File: config.mk
export PLATFORM = sky130hd
export DESIGN_NAME = json_literal_lexer_top
export DESIGN_NICKNAME = d
export VERILOG_FILES = /design/src/hw/rtl/jll_pkg.sv /design/src/hw/rtl/jll_core.sv /design/src/hw/rtl/jll_outq.sv /design/src/hw/rtl/json_literal_lexer_top.sv
export SDC_FILE = /design/constraint.sdc
export NUM_CORES = 1
export LEC_CHECK = 0
export ABC_AREA = 1
export BUFFER_PORTS_ARGS = -buffer_cell sky130_fd_sc_hd__buf_2
export CORE_UTILIZATION = 45
export CTS_CLUSTER_SIZE = 28
export DETAILED_ROUTE_END_ITERATION = 16
export GPL_TIMING_DRIVEN = 0
export SYNTH_ARGS = -nofsm -noshare
export SYNTH_HDL_FRONTEND = slang
export SYNTH_SLANG_ARGS = --single-unit
File: constraint.sdc
create_clock -name clk -period 3.49 [get_ports clk]
set_input_delay 0.349 -clock clk [delete_from_list [all_inputs] [get_ports clk]]
set_output_delay 0.349 -clock clk [all_outputs]
set_load 0.02 [all_outputs]
File: src/hw/rtl/jll_pkg.sv
// Shared types, codes and keyword tables for the JSON literal lexer.
package jll_pkg;

    localparam int POS_WIDTH = 16;
    localparam int KW_POS_W  = 3;

    localparam logic [1:0] ST_OK    = 2'd0;
    localparam logic [1:0] ST_END   = 2'd1;
    localparam logic [1:0] ST_UNEXP = 2'd2;

    localparam logic [1:0] KIND_NONE = 2'd0;
    localparam logic [1:0] KIND_NULL = 2'd1;
    localparam logic [1:0] KIND_BOOL = 2'd2;

    localparam logic [7:0] CH_SPACE = 8'h20;
    localparam logic [7:0] CH_TAB   = 8'h09;
    localparam logic [7:0] CH_LF    = 8'h0A;
    localparam logic [7:0] CH_CR    = 8'h0D;
    localparam logic [7:0] CH_COLON = 8'h3A;
    localparam logic [7:0] CH_COMMA = 8'h2C;
    localparam logic [7:0] CH_RBRK  = 8'h5D;
    localparam logic [7:0] CH_RBRC  = 8'h7D;
    localparam logic [7:0] CH_N     = 8'h6E;
    localparam logic [7:0] CH_T     = 8'h74;
    localparam logic [7:0] CH_F     = 8'h66;
    localparam logic [7:0] CH_U     = 8'h75;
    localparam logic [7:0] CH_L     = 8'h6C;
    localparam logic [7:0] CH_R     = 8'h72;
    localparam logic [7:0] CH_E     = 8'h65;
    localparam logic [7:0] CH_A     = 8'h61;
    localparam logic [7:0] CH_S     = 8'h73;

    typedef enum logic [1:0] {
        MODE_IDLE  = 2'd0,
        MODE_MATCH = 2'd1,
        MODE_AWAIT = 2'd2
    } mode_t;

    typedef enum logic [1:0] {
        KW_NULL  = 2'd0,
        KW_TRUE  = 2'd1,
        KW_FALSE = 2'd2
    } kw_t;

    typedef struct packed {
        logic [7:0] data_byte;
        logic       end_flag;
    } in_word_t;

    typedef struct packed {
        logic [1:0]           status;
        logic [1:0]           token_kind;
        logic                 bool_value;
        logic [POS_WIDTH-1:0] line_number;
        logic [POS_WIDTH-1:0] column_number;
        logic                 last_of_run;
    } out_word_t;

    // Up to two result words per accepted byte, first one in w0
    typedef struct packed {
        logic      v0;
        out_word_t w0;
        logic      v1;
        out_word_t w1;
    } core_res_t;

    // Length of the literal's rest after its first letter
    function automatic logic [KW_POS_W-1:0] kw_len(input kw_t id);
        logic [KW_POS_W-1:0] len;
        case (id)
            KW_NULL:  len = KW_POS_W'(3);
            KW_TRUE:  len = KW_POS_W'(3);
            KW_FALSE: len = KW_POS_W'(4);
            default:  len = KW_POS_W'(0);
        endcase
        return len;
    endfunction

    function automatic logic [7:0] kw_char(input kw_t id, input logic [KW_POS_W-1:0] pos);
        logic [7:0] ch;
        ch = 8'h00;
        case (id)
            KW_NULL: begin
                case (pos)
                    KW_POS_W'(0): ch = CH_U;
                    KW_POS_W'(1): ch = CH_L;
                    KW_POS_W'(2): ch = CH_L;
                    default:      ch = 8'h00;
                endcase
            end
            KW_TRUE: begin
                case (pos)
                    KW_POS_W'(0): ch = CH_R;
                    KW_POS_W'(1): ch = CH_U;
                    KW_POS_W'(2): ch = CH_E;
                    default:      ch = 8'h00;
                endcase
            end
            KW_FALSE: begin
                case (pos)
                    KW_POS_W'(0): ch = CH_A;
                    KW_POS_W'(1): ch = CH_L;
                    KW_POS_W'(2): ch = CH_S;
                    KW_POS_W'(3): ch = CH_E;
                    default:      ch = 8'h00;
                endcase
            end
            default: ch = 8'h00;
        endcase
        return ch;
    endfunction

endpackage

File: src/hw/rtl/jll_core.sv
// Lexer state, position counters and per-byte result logic.
module jll_core (
    input  logic               clk,
    input  logic               rst_n,
    input  logic               take,
    input  jll_pkg::in_word_t  word,
    output jll_pkg::core_res_t res
);
    import jll_pkg::*;

    localparam logic [POS_WIDTH-1:0] POS_MAX = {POS_WIDTH{1'b1}};

    mode_t                mode_reg, mode_next;
    kw_t                  id_reg, id_next;
    logic [KW_POS_W-1:0]  pos_reg, pos_next;
    logic [POS_WIDTH-1:0] line_reg, line_next;
    logic [POS_WIDTH-1:0] col_reg, col_next;

    logic [7:0]           c;
    logic                 fin;
    logic                 blank;
    logic                 term;
    logic                 pos_ok;
    logic [POS_WIDTH-1:0] cons_line;
    logic [POS_WIDTH-1:0] cons_col;
    logic [KW_POS_W-1:0]  pos_inc;

    // idle-mode handling of the current symbol
    logic                 idle_v;
    out_word_t            idle_w;
    mode_t                idle_mode;
    kw_t                  idle_id;
    logic [POS_WIDTH-1:0] idle_line;
    logic [POS_WIDTH-1:0] idle_col;

    logic                 use_idle;
    logic                 tok_first;
    logic                 va;
    out_word_t            wa;
    out_word_t            tok_w;

    function automatic out_word_t make_word(
        input logic [1:0]           st,
        input logic [1:0]           kind,
        input logic                 bval,
        input logic [POS_WIDTH-1:0] ln,
        input logic [POS_WIDTH-1:0] cl
    );
        out_word_t w;
        w.status        = st;
        w.token_kind    = kind;
        w.bool_value    = bval;
        w.line_number   = ln;
        w.column_number = cl;
        w.last_of_run   = 1'b0;
        return w;
    endfunction

    assign c      = word.data_byte;
    assign fin    = word.end_flag;
    assign blank  = (c == CH_SPACE) || (c == CH_TAB) || (c == CH_LF) || (c == CH_CR);
    assign term   = fin || blank || (c == CH_COLON) || (c == CH_COMMA)
                    || (c == CH_RBRK) || (c == CH_RBRC);
    assign pos_ok = pos_reg < kw_len(id_reg);
    assign pos_inc = pos_reg + KW_POS_W'(1);

    // Saturating position update for a consumed character
    always_comb
    begin
        cons_line = line_reg;
        cons_col  = col_reg;
        if (c == CH_LF)
        begin
            if (line_reg != POS_MAX)
                cons_line = line_reg + POS_WIDTH'(1);
            cons_col = '0;
        end
        else if (col_reg != POS_MAX)
        begin
            cons_col = col_reg + POS_WIDTH'(1);
        end
    end

    always_comb
    begin
        idle_v    = 1'b0;
        idle_w    = make_word(ST_END, KIND_NONE, 1'b0, line_reg, col_reg);
        idle_mode = MODE_IDLE;
        idle_id   = id_reg;
        idle_line = cons_line;
        idle_col  = cons_col;
        if (fin)
        begin
            idle_v    = 1'b1;
            idle_line = line_reg;
            idle_col  = col_reg;
        end
        else if (blank)
        begin
            idle_v = 1'b0;
        end
        else if (c == CH_N || c == CH_T || c == CH_F)
        begin
            idle_mode = MODE_MATCH;
            idle_id   = (c == CH_N) ? KW_NULL : ((c == CH_T) ? KW_TRUE : KW_FALSE);
        end
        else
        begin
            idle_v = 1'b1;
            idle_w = make_word(ST_UNEXP, KIND_NONE, 1'b0, cons_line, cons_col);
        end
    end

    assign tok_w = make_word(ST_OK, (id_reg == KW_NULL) ? KIND_NULL : KIND_BOOL,
                             id_reg == KW_TRUE, line_reg, col_reg);

    always_comb
    begin
        mode_next = mode_reg;
        id_next   = id_reg;
        pos_next  = pos_reg;
        line_next = line_reg;
        col_next  = col_reg;
        use_idle  = 1'b0;
        tok_first = 1'b0;
        va        = 1'b0;
        wa        = make_word(ST_UNEXP, KIND_NONE, 1'b0, line_reg, col_reg);
        res       = '0;

        case (mode_reg)
            MODE_MATCH:
            begin
                if (!pos_ok)
                begin
                    use_idle = 1'b1;
                end
                else if (fin)
                begin
                    mode_next = MODE_IDLE;
                    va        = 1'b1;
                end
                else
                begin
                    line_next = cons_line;
                    col_next  = cons_col;
                    if (c == kw_char(id_reg, pos_reg))
                    begin
                        pos_next = pos_inc;
                        if (pos_inc >= kw_len(id_reg))
                            mode_next = MODE_AWAIT;
                    end
                    else
                    begin
                        mode_next = MODE_IDLE;
                        va        = 1'b1;
                        wa        = make_word(ST_UNEXP, KIND_NONE, 1'b0, cons_line, cons_col);
                    end
                end
            end
            MODE_AWAIT:
            begin
                if (term)
                begin
                    // token goes out first, terminator is then lexed as idle
                    tok_first = 1'b1;
                    use_idle  = 1'b1;
                end
                else
                begin
                    line_next = cons_line;
                    col_next  = cons_col;
                    mode_next = MODE_IDLE;
                    va        = 1'b1;
                    wa        = make_word(ST_UNEXP, KIND_NONE, 1'b0, cons_line, cons_col);
                end
            end
            default:
            begin
                use_idle = 1'b1;
            end
        endcase

        if (use_idle)
        begin
            mode_next = idle_mode;
            id_next   = idle_id;
            if (idle_mode == MODE_MATCH)
                pos_next = '0;
            line_next = idle_line;
            col_next  = idle_col;
        end

        if (tok_first)
        begin
            res.v0 = 1'b1;
            res.w0 = tok_w;
            res.v1 = idle_v;
            res.w1 = idle_w;
        end
        else if (use_idle)
        begin
            res.v0 = idle_v;
            res.w0 = idle_w;
        end
        else
        begin
            res.v0 = va;
            res.w0 = wa;
        end

        res.w0.last_of_run = !res.v1;
        res.w1.last_of_run = 1'b1;
        res.v0 = res.v0 && take;
        res.v1 = res.v1 && take;
    end

    always_ff @(posedge clk or negedge rst_n)
    begin
        if (!rst_n)
        begin
            mode_reg <= MODE_IDLE;
            id_reg   <= KW_NULL;
            pos_reg  <= '0;
            line_reg <= '0;
            col_reg  <= '0;
        end
        else if (take)
        begin
            mode_reg <= mode_next;
            id_reg   <= id_next;
            pos_reg  <= pos_next;
            line_reg <= line_next;
            col_reg  <= col_next;
        end
    end

    a_second_needs_first: assert property (@(posedge clk) disable iff (!rst_n)
        res.v1 |-> (res.v0 && res.w0.status == ST_OK))
        else $error("second result word without a token word ahead of it");

    a_result_needs_take: assert property (@(posedge clk) disable iff (!rst_n)
        res.v0 |-> take)
        else $error("result word produced without an accepted byte");

    a_match_pos_range: assert property (@(posedge clk) disable iff (!rst_n)
        (mode_reg == MODE_MATCH) |-> (pos_reg < kw_len(id_reg)))
        else $error("literal match position past the literal's end");

endmodule

File: src/hw/rtl/jll_outq.sv
// Four-word result queue that takes up to two words per cycle while not full and emits one while tok_stall is low.
module jll_outq (
    input  logic                clk,
    input  logic                rst_n,
    input  jll_pkg::core_res_t  res,
    output logic                full,
    output logic                tok_valid,
    input  logic                tok_stall,
    output jll_pkg::out_word_t  tok_word
);
    import jll_pkg::*;

    localparam int Q_DEPTH = 4;
    localparam int Q_AW    = 2;

    out_word_t         q_reg [Q_DEPTH];
    logic [Q_AW-1:0]   wr_reg, wr_next;
    logic [Q_AW-1:0]   rd_reg, rd_next;
    logic [Q_AW:0]     cnt_reg, cnt_next;
    logic [Q_AW-1:0]   wr_second;
    logic              pop;
    logic [1:0]        n_push;

    assign wr_second = wr_reg + Q_AW'(1);
    assign pop       = tok_valid && !tok_stall;
    assign n_push    = {1'b0, res.v0} + {1'b0, res.v1};
    assign tok_valid = cnt_reg != '0;
    assign tok_word  = q_reg[rd_reg];
    // hold off input unless two free slots are guaranteed
    assign full      = cnt_reg > (Q_AW + 1)'(Q_DEPTH - 2);

    always_comb
    begin
        wr_next  = wr_reg + Q_AW'(n_push);
        rd_next  = pop ? rd_reg + Q_AW'(1) : rd_reg;
        cnt_next = cnt_reg + (Q_AW + 1)'(n_push) - (Q_AW + 1)'(pop);
    end

    always_ff @(posedge clk or negedge rst_n)
    begin
        if (!rst_n)
        begin
            wr_reg  <= '0;
            rd_reg  <= '0;
            cnt_reg <= '0;
        end
        else
        begin
            wr_reg  <= wr_next;
            rd_reg  <= rd_next;
            cnt_reg <= cnt_next;
        end
    end

    always_ff @(posedge clk)
    begin
        if (res.v0)
            q_reg[wr_reg] <= res.w0;
        if (res.v1)
            q_reg[wr_second] <= res.w1;
    end

    a_no_overflow: assert property (@(posedge clk) disable iff (!rst_n)
        (n_push != 2'd0) |-> (cnt_reg <= (Q_AW + 1)'(Q_DEPTH - 2)))
        else $error("result queue written while full");

    a_count_range: assert property (@(posedge clk) disable iff (!rst_n)
        cnt_reg <= (Q_AW + 1)'(Q_DEPTH))
        else $error("result queue count past its depth");

    a_stalled_word_holds: assert property (@(posedge clk) disable iff (!rst_n)
        (tok_valid && tok_stall) |=> (tok_valid && $stable(tok_word)))
        else $error("stalled result word changed or dropped");

endmodule

File: src/hw/rtl/json_literal_lexer_top.sv
// Top level of the JSON literal lexer: lexer core plus result queue.
//
//   channel  dir  handshake                 word
//   byte     in   byte_valid / byte_stall   data_byte, end_flag
//   tok      out  tok_valid / tok_stall     status, kind, bool, line, column, last
//
// One byte is taken per cycle while byte_stall is low; its results enter the queue
// on that edge; from an empty queue the first is offered on tok the next cycle. A
// byte can give two words (a token and what its terminator yields), drained one
// per unstalled cycle from a 4-word queue; byte_stall rises while it holds three
// or more. Reset clears mode, counters and the queue; no clearing pass is needed.
module json_literal_lexer_top (
    input  logic               clk,
    input  logic               rst_n,
    input  logic               byte_valid,
    output logic               byte_stall,
    input  jll_pkg::in_word_t  byte_word,
    output logic               tok_valid,
    input  logic               tok_stall,
    output jll_pkg::out_word_t tok_word
);
    import jll_pkg::*;

    logic      take;
    core_res_t res;

    assign take = byte_valid && !byte_stall;

    jll_core u_core (
        .clk   (clk),
        .rst_n (rst_n),
        .take  (take),
        .word  (byte_word),
        .res   (res)
    );

    jll_outq u_outq (
        .clk       (clk),
        .rst_n     (rst_n),
        .res       (res),
        .full      (byte_stall),
        .tok_valid (tok_valid),
        .tok_stall (tok_stall),
        .tok_word  (tok_word)
    );

endmodule

==> impl_results.md, run 1 <==
* Run status: complete, no violations
* VDD IR max at 345 uV
* Leakage at 6.23 nW
* Clk root buf: clkbuf_16
* Vias in the first global route at 11600
* CTS H-Tree Depth at 4
* Power share of the clock group at 18.7%
* Syn Std Cell Area at 12900 um2
* Initial core utilization at 46.0%
* Max incr delay on CP at 520 ps
* Area grow syn2layout at 12.1%
* First-pass GRT wire length at 68.0 mm
* Initial DRC Count at 1529
* Antenna cell count at 0
* Core Region at 27900 um2
* Final GP Congestion at 0.923
* Count leader, synth: nand2_1
* Vias at 12500
* Placed cell areas at 13700 um2
* Number of core rows at 61
* P_int at 5.54 mW
* Post-synth EDFFs at 136
* Critical Path AT at 3530 ps
* Mapped Nets at 1792
* Wirelength, routed at 44.1 mm
* Net Switching at 5.36 mW
* Ratio of cells with drive above 1 in the final layout at 11.8%
* CP required at 3650 ps
* Drt pass-1 iters at 5
* Port-buffer cells at 52
* Die ar. at 29300 um2
* Largest cells by area after synthesis: edfxtp_1, nand2_1, dfrtp_1
* Die Wd at 171 um
* Reg2reg path depth at 16
* Clock sink count at 198
* Seq cells post-synth at 198
* Worst setup SP type: register
* Clk_skew at 23.0 ps
* Hold Buf Count CTS at 0
* Crit path max fanout at 19
* Synth Instances at 1758
* Util after Layout at 51.6%
* Max-Cap Viols at 0
* Crit path kind: register to register
* Die Ht at 171 um
* Drt drc at 0
* Layout fillers at 2819
* Synth cell count leaders: nand2_1, nor2_1, o21ai_0, edfxtp_1, nand3_1
* Top_reg_cell synth: edfxtp_1
* Ys async rst share at 23.2%
* Num CTS Buffers at 17
* Final worst slack at 118 ps
* Reg-to-reg startpoint: u_core.id_reg[1]$_DFFE_PN0P_
* Unrepaired setup endpoints after global routing: no
* Final period util at 96.6%
* Clock buffer depth at 2
* Worst slack, placed at -710 ps
* Syn avg cell area at 7.32 um2
* Sequential share of power at 30.1%
* Largest register FFs at 152
* # IOs at 53
* # nets final at 1873
* # setup viols final at 0
* Initial antenna violation count at 0
* Overflow after GRT at 0
* Routed len/inst at 19.8 um
* Cell taking the most area after synthesis: edfxtp_1
* Hpwl dp at 32.0 mm
* Worst Tran Pin Value at 1210 ps
* Hold WC Path Type: input port to asynchronous set/reset pin
* CTS clk-pin slew, worst paths at 80 ps
* Slew margin rel. at 19.5%
* Max Slew Vio Count at 0
* CP cell instances: inv_4 > nor2_4 > inv_1 > ha_4 > a21o_1 > a31oi_4 > inv_2 > nor2_4 > nand2_1 > nand3_2 > nand2_4 > inv_6 > buf_4 > nand2_4 > nand2_2 > buf_16
* Final instance area at 14400 um2
* CTS tree: built
* Switching Share at 49.2%
* Power Density at 757 nW/um2
* Largest net degree at the start of global routing at 47
* Critical path endpoint category: register
* Vias/cell at 5.59
* GRT Total Usage at 31.2%
* Power share of the combinational group at 51.1%
* Final Critical Period at 3370 ps
* Final ANT Viol Nets at 0
* Yosys cell types at 46
* Skew-Pair Late Insertion Delay at 470 ps
* Highest Clock Rate at 297 MHz
* Critical path's slowest cell: nand2_2
* Worst Setup SP: u_core.id_reg[1]$_DFFE_PN0P_
* Synth top area share at 31.8%
* Final Hold Fails at 0
* Seq/Total Area, Yosys at 43.2%
* Syn. warnings at 0
-- cell usage in the layout, fill, tap and decap left out, types with 3 or more instances in the layout --
cell	Yosys	final
o21ai_0	150	150
clkbuf_16	0	17
a22oi_1	7	7
nor2_1	183	179
dfrtp_2	0	4
inv_6	0	6
o21ai_1	34	34
inv_8	0	4
nor3_1	12	12
nor2_2	12	14
nand3_1	124	124
nand3_2	4	4
buf_1	5	5
buf_6	20	20
o22ai_1	58	58
nand4_1	12	12
buf_4	1	8
xnor2_1	3	3
o211ai_2	3	3
ha_1	20	18
inv_2	17	17
clkinv_8	0	5
nand2_1	613	609
nand2_4	9	10
clkinv_2	4	4
dfxtp_1	16	16
clkbuf_1	50	50
buf_2	28	80
a31oi_1	5	5
o211ai_1	17	17
xor2_1	19	19
buf_12	0	3
edfxtp_1	136	136
a21oi_1	31	31
dfrtp_1	46	42
nand2_2	5	8
inv_1	96	95
-- worst max-delay path: cells and delay by family (launching register included) --
family / cells / cell delay [ps]
AOI/OAI and AO/OA: 2 / 430
adders and majority gates: 1 / 220
buffers and inverters: 6 / 840
DFF: 1 / 430
and+or+nand+nor: 7 / 1130
-- final timing paths --
path / to / slack [ps]
setup / recovery: u_outq.q_reg[3][8]$_DFFE_PP_ / 120
hold / removal: u_core.line_reg[5]$_DFFE_PN0P_ / 140
setup reg to reg: u_outq.q_reg[3][8]$_DFFE_PP_ / 120
hold reg to reg: u_outq.q_reg[2][34]$_SDFFE_PP0N_ / 460
max in group asynchronous: u_core.id_reg[0]$_DFFE_PN0P_ / 2540
min in group clk: u_outq.rd_reg[0]$_DFFE_PN0P_ / 290
-- layout make-up --
class                           count  area [um2]  area share (%)
Timing Repair Buffer               63         400            2.78
Clock buffer                       18         429            2.98
Multi-Input combinational cell   1338        6350            44.0
Sequential cell                   198        5560            38.6
Buffer                            103         576            3.99
Clock inverter                     14         170            1.18
Inverter                          118         455            3.16
Tap cell                          378         473            3.28
-- power groups by stage --
stage	registers (mW)	clock network (mW)	logic [mW]
2_1_floorplan	3.27	0	3.51
3_3_place_gp	3.34	0	5.31
3_5_place_dp	3.33	0	5.43
4_1_cts	3.28	2.04	5.49
5_1_grt	3.33	2.14	6.04
6_report	3.29	2.04	5.58
-- per-stage QoR --
stage | setup TNS (ps) | total power [mW] | cells | hold WS, ps
finish | 0 | 10.9 | 2230 | 136
global route | 0 | 11.5 | 2230 | 241
CTS | 0 | 10.8 | 2230 | 180
detailed placement | -26360 | 8.76 | 2192 | 451
global placement | -155230 | 8.65 | 2188 | 447
floorplan | 0 | 6.78 | 1758 | 53.4
-- metal layers --
metal / up-vias / track usage, % / routed length (um)
met3: 72 / 4.49 / 3560
met5: - / 0 / 0
met4: 0 / 8.58 / 919
met2: 580 / 51.8 / 20400
met1: 5807 / 42.3 / 19200
li1: 6013 / - / -
-- logic make-up after synthesis --
| family | Yosys count | synth area share [%] |
|---|---|---|
| AOI/OAI and AO/OA | 314 | 13.7 |
| xor gates and xnor gates | 22 | 1.50 |
| adders and majority gates | 21 | 2.10 |
| buffers and inverters | 222 | 8.01 |
| DFF | 198 | 43.2 |
| and+or+nand+nor | 981 | 31.5 |
-- repair_timing --
item	4_1_cts	5_1_grt
endpoints found under the setup margin	135	18
pin swaps	3	4
buffers inserted	6	1
gates resized for setup	9	9
Note: power is estimated with default switching activity, not from simulation.
==> inputs of run 2 (changes only) <==
--- a/config.mk
+++ b/config.mk
@@ -7,10 +7,13 @@
 export LEC_CHECK = 0
 export ABC_AREA = 1
 export BUFFER_PORTS_ARGS = -buffer_cell sky130_fd_sc_hd__buf_2
-export CORE_UTILIZATION = 45
+export CELL_PAD_IN_SITES_DETAIL_PLACEMENT = 1
+export CELL_PAD_IN_SITES_GLOBAL_PLACEMENT = 1
+export CORE_UTILIZATION = 42
 export CTS_CLUSTER_SIZE = 28
 export DETAILED_ROUTE_END_ITERATION = 16
 export GPL_TIMING_DRIVEN = 0
+export PLACE_DENSITY_LB_ADDON = 0.1
 export SYNTH_ARGS = -nofsm -noshare
 export SYNTH_HDL_FRONTEND = slang
 export SYNTH_SLANG_ARGS = --single-unit
==> run 2 against run 1 <==
- largest power group unchanged
- sequential cell count did not move
- die area increased by 7.1%
- sequential power is essentially flat
- clock skew fell by 8.8 ps
- wire length is 14% higher
- final area rose by 0.96%
- sequential share of layout area is 0.36 points lower
- worst hold slack better by 50 ps
- first-iteration DRC count decreased by 36%
- clock power hardly changed
- critical endpoint is now u_outq.q_reg[2][20]$_DFFE_PP_
- utilization down 2.9 points
- maximum frequency decreased by 2.0%
==> impl_results.md, run 2 (synthesized netlist as in run 1, its figures left out) <==
* Final ANT Viol Nets at 0
* Number of core rows at 63
* Setup TNS at 0 ps
* Unrepaired setup endpoints after global routing: yes
* Worst setup SP type: register
* Placed insts at 2204
* Metal3 WL at 3.28 mm
* Largest net degree at the start of global routing at 47
* Crit path max fanout at 10
* # IOs at 53
* Reg area at 5560 um2
* Final Critical Period at 3440 ps
* Drt pass-1 iters at 7
* Die Wd at 177 um
* Most frequent cells in the layout: nand2_1, nor2_1, o21ai_0, edfxtp_1, nand3_1
* # nets final at 1884
* Crit-path leading delay family: buffers and inverters
* # setup viols final at 0
* Highest Clock Rate at 291 MHz
* Clock buffer depth at 2
* Worst Tran Pin Value at 1290 ps
* Initial core utilization at 43.0%
* Multi-input logic area at 6410 um2
* Hpwl dp at 36.5 mm
* Final period util at 98.5%
* Initial DRC Count at 974
* Internal reg-to-reg setup slack at 50 ps
* Leakage at 6.26 nW
* Wirelength, routed at 50.1 mm
* VDD IR max at 435 uV
* Hold Buf Count CTS at 0
* Most used cell along the critical path: buf_4
* Overflow after GRT at 0
* Drt drc at 0
* Final GP Congestion at 0.899
* Core Region at 29900 um2
* CP cell instances: buf_4 > clkbuf_1 > ha_1 > a21o_1 > a31oi_4 > buf_4 > buf_4 > clkbuf_1 > nand3_1 > nand3_1 > nand2_1 > a21oi_1 > o22ai_1
* Hold WC Path Type: input port to asynchronous set/reset pin
* Reg-to-reg startpoint: u_core.id_reg[1]$_DFFE_PN0P_
* Slew margin rel. at 14.1%
* Worst Setup SP: u_core.id_reg[1]$_DFFE_PN0P_
* Vias/cell at 5.77
* Vias in the first global route at 13300
* CP required at 3660 ps
* Total power at 11.2 mW
* CTS H-Tree Depth at 4
* Num CTS Buffers at 17
* CTS clk-pin slew, worst paths at 80 ps
* Clk_skew at 14.1 ps
* Max Slew Vio Count at 0
* Crit path kind: register to register
* Area grow syn2layout at 13.1%
* Layout fillers at 3840
* Run status: complete, no violations
* Initial antenna violation count at 0
* First-pass GRT wire length at 77.3 mm
* Largest register FFs at 152
* Max incr delay on CP at 530 ps
* Max-Cap Viols at 0
* Worst reg2reg endpoint: u_outq.q_reg[2][20]$_DFFE_PP_
* Util after Layout at 48.7%
* Clock sink count at 198
* Ratio of cells with drive above 1 in the final layout at 13.0%
* Critical path endpoint category: register
* CP bufs+invs at 5
* Clk root buf: clkbuf_16
* Skew-Pair Late Insertion Delay at 460 ps
* Met1 wire length at 21.3 mm
* Reg2reg path depth at 13
* CTS tree: built
* Vias at 13000
* Routed len/inst at 22.2 um
* Critical Path AT at 3610 ps
* Met2 wire len at 24.2 mm
* GRT Total Usage at 32.9%
* Crit. path cell count at 13
* Commonest non-fill, non-tap cell in the layout: nand2_1
* Die ar. at 31300 um2
* Power Density at 766 nW/um2
* Hold slack at 186 ps
* Non-filler cells, final at 2253
* Port-buffer cells at 52
* Uppermost layer routed: met4
* Die Ht at 177 um
* Antenna cell count at 0
* Final Hold Fails at 0
* Critical path's slowest cell: clkbuf_1
run 2: per-stage QoR:
| stage | instance area, um2 | worst slack (ps) |
|---|---|---|
| floorplan | 12900 | 67.9 |
| global placement | 13600 | -1110 |
| detailed placement | 13700 | -768 |
| CTS | 14400 | 37.5 |
| global route | 14500 | -25.3 |
| finish | 14500 | 51.0 |
run 2: routing by layer:
| layer | up-vias | global-route usage, % |
|---|---|---|
| li1 | 6021 | - |
| met1 | 6395 | 42.5 |
| met2 | 486 | 55.6 |
| met3 | 88 | 5.11 |
| met4 | 0 | 12.0 |
| met5 | - | 0 |
run 2: power by group:
part | internal [mW] | total, mW | switching, mW
clock | 1.07 | 2.05 | 0.978
sequential | 3.05 | 3.31 | 0.267
combinational | 1.55 | 5.79 | 4.24
run 2: area by class of cell:
class | instances | share of cell area, %
clock buffer | 20 | 3.00
tap | 390 | 3.35
buffer | 103 | 3.96
sequential | 198 | 38.2
timing repair buffer | 74 | 3.27
multi-input combinational | 1338 | 44.1
inverter | 118 | 3.15
clock inverter | 12 | 0.980
run 2: worst max path at each step:
| stage | to | slack (ps) |
|---|---|---|
| after floorplan | u_outq.cnt_reg[2]$_DFF_PN0_ | 70 |
| after global placement | u_outq.q_reg[3][16]$_DFFE_PP_ | -1110 |
| after detailed placement | u_outq.cnt_reg[2]$_DFF_PN0_ | -770 |
| after CTS | u_outq.cnt_reg[2]$_DFF_PN0_ | 40 |
| after global routing | u_outq.cnt_reg[2]$_DFF_PN0_ | -30 |
| final | u_outq.q_reg[2][20]$_DFFE_PP_ | 50 |
run 2: repair_timing:
action | CTS | global route
pin swaps | 3 | 12
endpoints found under the hold margin | 0 | 0
setup buffers | 7 | 11
gates resized for setup | 12 | 28
endpoints found under the setup margin | 203 | 10
